===== config.mk =====
export PLATFORM = sky130hd
export DESIGN_NAME = tcw_ctrl
export DESIGN_NICKNAME = d
export VERILOG_FILES = /design/src/design/assert_macros.svh /design/src/design/tcw_pkg.sv /design/src/design/tcw_ctrl.sv
export SDC_FILE = /design/constraint.sdc
export NUM_CORES = 1
export LEC_CHECK = 0
export ABC_AREA = 1
export ABC_CLOCK_PERIOD_IN_PS = 900
export BUFFER_PORTS_ARGS = -buffer_cell sky130_fd_sc_hd__buf_2
export CAP_MARGIN = 5
export CORE_AREA = 5 5 42 44
export DETAILED_ROUTE_END_ITERATION = 7
export DIE_AREA = 0 0 47 49
export GPL_TIMING_DRIVEN = 0
export PLACE_DENSITY = 0.52
export SLEW_MARGIN = 20
export SYNTH_ARGS = -nofsm -noshare
export SYNTH_HDL_FRONTEND = slang
export SYNTH_SLANG_ARGS = --single-unit

===== constraint.sdc =====
create_clock -name clk_i -period 0.9 [get_ports clk_i]
set_input_delay 0.225 -clock clk_i [delete_from_list [all_inputs] [get_ports clk_i]]
set_output_delay 0.225 -clock clk_i [all_outputs]
set_load 0.005 [all_outputs]

===== src/design/assert_macros.svh =====
// Assertion macros used by the console writer datapath.
// Each macro samples on clk_i and is disabled while rst_ni is low.
`ifndef ASSERT_MACROS_SVH
`define ASSERT_MACROS_SVH

// Same-cycle implication: when ante holds, cons must hold too.
`define TCW_ASSERT_NOW(label, ante, cons, msg) \
  label: assert property (@(posedge clk_i) disable iff (!rst_ni) \
    (ante) |-> (cons)) else $error(msg);

// Next-cycle implication: when ante holds, cons must hold in the next cycle.
`define TCW_ASSERT_NEXT(label, ante, cons, msg) \
  label: assert property (@(posedge clk_i) disable iff (!rst_ni) \
    (ante) |=> (cons)) else $error(msg);

`endif


===== src/design/tcw_pkg.sv =====
// Shared types and constants for the text console writer.
// No dependencies; every other design file but assert_macros.svh imports this package.
package tcw_pkg;

  localparam int unsigned COLS_DEFAULT = 80;
  localparam int unsigned ROWS_DEFAULT = 25;

  localparam int unsigned CMD_W  = 2;
  localparam int unsigned CHAR_W = 8;
  localparam int unsigned ATTR_W = 8;
  localparam int unsigned COL_W  = 7;
  localparam int unsigned ROW_W  = 5;
  localparam int unsigned CELL_W = ATTR_W + CHAR_W;

  localparam logic [CHAR_W-1:0] NEWLINE_CODE     = 8'h0A;
  localparam logic [CHAR_W-1:0] SPACE_CODE       = 8'h20;
  localparam logic [ATTR_W-1:0] BLANK_ATTR_RESET = 8'h07;

  typedef enum logic [CMD_W-1:0] {
    CMD_PUT   = 2'd0,
    CMD_SET   = 2'd1,
    CMD_CLEAR = 2'd2,
    CMD_READ  = 2'd3
  } cmd_e;

  // Where a sweep over the cell store begins.
  typedef enum logic [1:0] {
    SWEEP_ALL      = 2'd0,
    SWEEP_COPY     = 2'd1,
    SWEEP_LAST_ROW = 2'd2
  } sweep_start_e;

  typedef struct packed {
    logic         take_item;
    logic         cur_set;
    logic         cur_clear;
    logic         cur_advance;
    logic         put_write;
    logic         rd_cell;
    logic         sweep_load;
    sweep_start_e sweep_start;
    logic         copy_rd;
    logic         fill_wr;
    logic         out_load;
  } ctrl_cmd_t;

  typedef struct packed {
    cmd_e command;
    logic is_newline;
    logic scroll_needed;
    logic sweep_last;
    logic out_busy;
  } ctrl_status_t;

endpackage


===== src/design/tcw_ctrl.sv =====
// Controller state machine: sequences put, set, clear, read and scroll sweeps.
// Depends on tcw_pkg; drives tcw_datapath through ctrl_cmd_t.
module tcw_ctrl import tcw_pkg::*; (
  input  logic         clk_i,
  input  logic         rst_ni,
  input  logic         in_valid_i,
  output logic         in_ready_o,
  input  ctrl_status_t status_i,
  output ctrl_cmd_t    ctrl_o
);

  typedef enum logic [2:0] {
    ST_IDLE,
    ST_EXEC,
    ST_COPY,
    ST_DRAIN,
    ST_FILL,
    ST_DONE
  } state_e;

  state_e state_q, state_d;

  always_comb begin
    state_d = state_q;
    ctrl_o  = '0;
    ctrl_o.sweep_start = SWEEP_ALL;
    case (state_q)
      ST_IDLE: begin
        // Take the item only on a real handshake; ready is low right after reset.
        if (in_valid_i && in_ready_o) begin
          ctrl_o.take_item = 1'b1;
          state_d = ST_EXEC;
        end
      end
      ST_EXEC: begin
        case (status_i.command)
          CMD_PUT: begin
            ctrl_o.put_write   = !status_i.is_newline;
            ctrl_o.cur_advance = 1'b1;
            if (status_i.scroll_needed) begin
              ctrl_o.sweep_load  = 1'b1;
              ctrl_o.sweep_start = SWEEP_COPY;
              state_d = ST_COPY;
            end else begin
              state_d = ST_DONE;
            end
          end
          CMD_SET: begin
            ctrl_o.cur_set = 1'b1;
            state_d = ST_DONE;
          end
          CMD_CLEAR: begin
            ctrl_o.cur_clear   = 1'b1;
            ctrl_o.sweep_load  = 1'b1;
            ctrl_o.sweep_start = SWEEP_ALL;
            state_d = ST_FILL;
          end
          CMD_READ: begin
            ctrl_o.rd_cell = 1'b1;
            state_d = ST_DONE;
          end
          default: state_d = ST_DONE;
        endcase
      end
      ST_COPY: begin
        ctrl_o.copy_rd = 1'b1;
        if (status_i.sweep_last) begin
          state_d = ST_DRAIN;
        end
      end
      ST_DRAIN: begin
        // Last copy write-back lands here; set up the bottom-row fill.
        ctrl_o.sweep_load  = 1'b1;
        ctrl_o.sweep_start = SWEEP_LAST_ROW;
        state_d = ST_FILL;
      end
      ST_FILL: begin
        ctrl_o.fill_wr = 1'b1;
        if (status_i.sweep_last) begin
          state_d = ST_DONE;
        end
      end
      ST_DONE: begin
        if (!status_i.out_busy) begin
          ctrl_o.out_load = 1'b1;
          state_d = ST_IDLE;
        end
      end
      default: state_d = ST_IDLE;
    endcase
  end

  always_ff @(posedge clk_i or negedge rst_ni) begin
    if (!rst_ni) begin
      state_q    <= ST_IDLE;
      in_ready_o <= 1'b0;
    end else begin
      state_q    <= state_d;
      in_ready_o <= (state_d == ST_IDLE);
    end
  end

endmodule


Yosys cells after proc, flatten, opt, wreduce, memory -nomap -nowiden --
Index checks and enable logic that the tools add are counted.
Storage, ports and cells: input port bits 9, flip-flop bits (word level) 4, output and inout bits 13
Cells by class: reduce and logical (&&, ||, !) cells 6, equality and inequality tests 8, muxes and demuxes 21
Operators by type and width (count):
- $mux W3 | 6
- $pmux W3 S6 | 1
- $pmux W3 S2 | 2
- $mux W1 | 9
- $pmux W3 S3 | 1
- $eq A3 B2 Y1 const B | 2
- $eq A3 B3 Y1 const B | 2
- $logic_not A3 Y1 | 2
- $mux W5 | 1
- $eq A2 B2 Y1 const B | 2
- $eq A3 B1 Y1 const B | 1
- $eq A2 B1 Y1 const B | 1
- $logic_not A2 Y1 | 1
- $mux W2 | 1
- $reduce_or A2 Y1 | 1
- $logic_and A1 B1 Y1 | 1
- $logic_not A1 Y1 | 1

Logic depth before layout (Yosys ltp) --
depth in word-level cells 5, gate-level depth with buffers 8, gate-level depth less buffers 8

Worst setup path after synthesis --
No wires, ideal clock.
path type reg2reg, start register state_q[2], end register in_ready_o, period minus slack after synthesis 1.032 ns, path buffers 0, data arrival time 0.918 ns, required time 0.786 ns, path slack -0.132 ns, cell stages (with the launch flop) 7, path through dfrtp_1 > inv_2 > nand3_2 > nor2_2 > nor2_2 > nand3_1 > nor2_2
On the way: cells in the longest elaborated chain, start to end 3, elaborated cells between the ends (all ways) 12
RTL lines:
- start: declaration | line tcw_ctrl.sv:21 | state_e state_q, state_d;
- start signal: assignment | line tcw_ctrl.sv:98 | state_q <= state_d;
- $eq A3 B3 Y1, or another cell as far along | line tcw_ctrl.sv:27 | case (state_q)
- $pmux W3 S6 * | line tcw_ctrl.sv:27
- $logic_not A3 Y1 * | line tcw_ctrl.sv:99 | in_ready_o <= (state_d == ST_IDLE);
- end signal: assignment | line tcw_ctrl.sv:99
- end: declaration | line tcw_ctrl.sv:7 | output logic in_ready_o,
Every way passes the cells marked *; elsewhere a longest branch is shown, timed or not.

==> summary.md <==
| Metric | Value |
|---|---|
| Maximum number of pins on one net before global-route repair | `8` |
| Area growth syn-to-layout | `92.5%` |
| Area taken by flip-flops and latches | `103 µm²` |
| FILL cells | `159` |
| Design area | `674 µm²` |
| Vert. Die Dim | `49 µm` |
| Worst setup SP type | `flip-flop` |
| Final worst path period share | `152%` |
| Xor and xnor area share after synthesis | `0%` |
| Max-Slew Margin vs Limit | `79.0%` |
| Endpoint kind of the worst setup timing path | `output pin` |
| Fraction of final layout cells sized beyond drive strength 1 | `63.4%` |
| Violations in the final reports | `setup timing` |
| Total vias in the final route | `463` |
| Number of flip-flops and latches in the synthesized netlist | `4` |
| Fin. max-slew vios | `0` |
| Synth area leader | `sky130_fd_sc_hd__dfrtp_1` |
| Area fraction of the dominant cell type after synthesis | `28.6%` |
| FF-to-FF path depth | `8` |
| Count of different cell masters after synthesis | `14` |
| Vias in the first global route | `422` |
| Number of port buffers | `21` |
| Clock input transition at the sequential cells of the worst setup and hold paths | `0.04 ns` |
| WHS | `0.318 ns` |
| Worst Slack Setup Final | `-0.472 ns` |
| Warning count from the yosys run | `0` |
| Detailed placer's ending HPWL | `771 µm` |
| Top Ports | `22` |
| Worst setup path class | `flip-flop to output pin` |
| Setup repair after global routing missed its margin | `yes` |
| Adder-cell area share of the yosys netlist | `0%` |
| Part of the power in registers | `18.4%` |
| Depth of the CTS H-tree | `1` |
| Comb power frac | `68.5%` |
| Post-Synth Simple-Gate Area | `51.4%` |
| Initial cell density of the core | `25.0%` |
| Placer Congestion | `0.720` |
| Dominant cells by area after synthesis | `sky130_fd_sc_hd__dfrtp_1 (29%), sky130_fd_sc_hd__inv_1 (13%), sky130_fd_sc_hd__nand2_1 (11%)` |
| Area fraction in compound gates after synthesis | `2.86%` |
| CTS tree | `built` |
| Launch point of the worst reg-to-reg path | `state_q[0]$_DFF_PN0_` |
| Final standard cell utilization of the core | `48.1%` |
| Floorplan row count | `14` |
| HP Class | `primary input to asynchronous set/reset pin` |
| Fraction of the yosys area taken by sequential cells | `28.6%` |
| Final hold viol count | `0` |
| Total track usage | `9.25%` |
| Peak fanout along the critical path | `6` |
| Post-synthesis cell count | `58` |
| Max Clock Skew | `0.00892 ns` |
| Worst-Margin Slew | `0.312 ns` |
| Reported net switching power | `0.803 mW` |
| Leakage component of the power | `0.391 nW` |
| Chip width | `47 µm` |
| Switching power as a share of total power | `43.4%` |
| Worst reg2reg endpoint | `in_ready_o$_DFF_PN0_` |
| Clock insertion delay at the later pin of the skew report | `0.24 ns` |
| CTS buffer count | `3` |
| Combinational family with the most area after synthesis | `simple AND/OR/NAND/NOR gates` |
| Mean Syn Cell Area | `6.04 µm²` |
| Syn_nets | `67` |
| Area of the mapped netlist | `350 µm²` |
| Nets@finish | `103` |
| Final Critical Period | `1.37 ns` |
| Data arrival at the endpoint of the critical path | `1.15 ns` |
| Total wire length after detailed routing | `1030 µm` |
| Count of antenna-violating nets left after detailed routing | `0` |
| Multi-input gate area in the final layout | `254 µm²` |
| Placed Area | `533 µm²` |
| Maximum buffer depth of the clock tree | `2` |
| Critical path required time | `0.67 ns` |
| Die area | `2300 µm²` |
| Internal Power | `1.05 mW` |
| Reg-to-reg setup timing slack | `-0.31 ns` |
| Via/cell ratio | `4.25` |
| Clock root buffer master | `sky130_fd_sc_hd__clkbuf_4` |
| First-pass iteration count of the detailed router | `2` |
| Number of max-cap violations | `0` |
| Average wire per standard cell | `9.43 µm` |
| Multiplexer share of the synthesized area | `0%` |
| Antenna diodes | `0` |
| Total clock sinks | `4` |
| Antenna violations before repair | `0` |
| Core region area | `1400 µm²` |
| Setup Total Neg Slack | `-6.36 ns` |
| Outcome | `complete, but fails checks` |
| Highest attainable clock frequency | `729 MHz` |
| Global route overflow | `0` |
| Post-route non-filler standard cell count | `109` |
| Number of design rule violations left after detail routing | `0` |
| Number of placed cells counting well taps | `95` |
| P per Cell Area | `2750 nW/µm²` |
| Final setup violation count | `17` |
| Clock power frac | `13.1%` |
| Peak supply drop | `1.46 mV` |
| First-iteration detailed-routing DRC count | `1` |
| Wire length of the first global-routing pass | `1570 µm` |
-- critical path, stage by stage (launching register included) --
cell and delay (ns):
sky130_fd_sc_hd__dfrtp_1 0.37, sky130_fd_sc_hd__buf_6 0.14, sky130_fd_sc_hd__nor2_4 0.16, sky130_fd_sc_hd__nand3_2 0.11
sky130_fd_sc_hd__inv_2 0.06, sky130_fd_sc_hd__buf_6 0.08
-- synthesized netlist by cell type --
cell / instances
sky130_fd_sc_hd__nand3_2: 1
sky130_fd_sc_hd__o21ai_0: 1
sky130_fd_sc_hd__nand2_2: 2
sky130_fd_sc_hd__inv_2: 2
sky130_fd_sc_hd__buf_4: 1
sky130_fd_sc_hd__nand4_1: 1
sky130_fd_sc_hd__dfrtp_1: 4
sky130_fd_sc_hd__nand2_1: 10
sky130_fd_sc_hd__a21oi_1: 1
sky130_fd_sc_hd__inv_1: 12
sky130_fd_sc_hd__nor2_1: 7
sky130_fd_sc_hd__nor2_2: 6
sky130_fd_sc_hd__nand3_1: 5
sky130_fd_sc_hd__nor3_1: 5
-- layer usage --
| metal | vias up | global-route usage [%] | part of all wire, % |
|---|---|---|---|
| met1 | 208 | 9.76 | 38 |
| met2 | 7 | 15.6 | 57 |
| met5 | - | 0 | 0 |
| li1 | 246 | - | - |
| met3 | 2 | 1.11 | 4.7 |
| met4 | 0 | 6.91 | 0.39 |
-- placed cells by master, fill, tap and decap left out, types with 2 or more instances in the layout --
cell type	synthesis	final
sky130_fd_sc_hd__buf_2	0	19
sky130_fd_sc_hd__inv_1	12	10
sky130_fd_sc_hd__nand2_1	10	9
sky130_fd_sc_hd__buf_4	1	7
sky130_fd_sc_hd__nor2_2	6	6
sky130_fd_sc_hd__buf_6	0	5
sky130_fd_sc_hd__nor2_1	7	5
sky130_fd_sc_hd__nor3_2	0	5
sky130_fd_sc_hd__nand3_1	5	4
sky130_fd_sc_hd__clkbuf_4	0	3
sky130_fd_sc_hd__nor2_4	0	2
sky130_fd_sc_hd__inv_2	2	2
sky130_fd_sc_hd__inv_4	0	2
sky130_fd_sc_hd__nand2_2	2	2
sky130_fd_sc_hd__dfrtp_1	4	2
sky130_fd_sc_hd__dfrtp_2	0	2
-- area by class of cell --
class / instances / area share [%]
Buffer: 1 / 1.67
Clock buffer: 4 / 3.90
Inverter: 14 / 8.53
Multi-Input combinational cell: 39 / 37.7
Sequential cell: 4 / 15.2
Tap cell: 16 / 2.97
Timing Repair Buffer: 31 / 30.1
-- power by group through the flow --
| stage | clock network, mW | registers [mW] | logic, mW |
|---|---|---|---|
| after floorplan | 0 | 0.322 | 0.678 |
| after global placement | 0 | 0.331 | 0.900 |
| after detailed placement | 0 | 0.333 | 0.898 |
| after CTS | 0.254 | 0.340 | 1.08 |
| after global routing | 0.268 | 0.350 | 1.40 |
| final | 0.243 | 0.340 | 1.27 |
-- metrics by stage --
step	total power, mW	setup WS [ns]
final	1.85	-0.472
after detailed placement	1.23	-0.272
after global routing	2.02	-0.554
after global placement	1.23	-0.263
after floorplan	1.00	-0.112
after CTS	1.67	-0.485
-- flip-flops by register name (all words and copies together) (netlist names) --
signal	count
state_q	3
in_ready_o	1
-- what timing repair did --
item	CTS	global route
setup endpoints to repair	17	17
endpoints found under the hold margin	4	0
hold buffers	1	0
buffers inserted	5	5
pin swaps	1	3
resized for setup	7	5
-- logic make-up (layout without fill, tap and decap cells) --
group,Yosys count,in the layout
flip-flops,4,4
buffers and inverters,15,50
AND/OR/NAND/NOR,37,37
AO/OA/AOI/OAI,2,2
-- how the worst max path moves through the flow --
stage | startpoint | to | slack (ns) | cells after the start
floorplan | state_q[1]$_DFF_PN0_ | in_ready_o$_DFF_PN0_ | -0.11 | 6
global placement | state_q[2]$_DFF_PN0_ | ctrl_o[6] | -0.26 | 4
detailed placement | state_q[2]$_DFF_PN0_ | ctrl_o[10] | -0.27 | 4
CTS | state_q[1]$_DFF_PN0_ | ctrl_o[6] | -0.48 | 4
global route | state_q[2]$_DFF_PN0_ | ctrl_o[7] | -0.55 | 4
finish | state_q[0]$_DFF_PN0_ | ctrl_o[11] | -0.47 | 5
No activity file was read; power rests on OpenSTA's default activity.
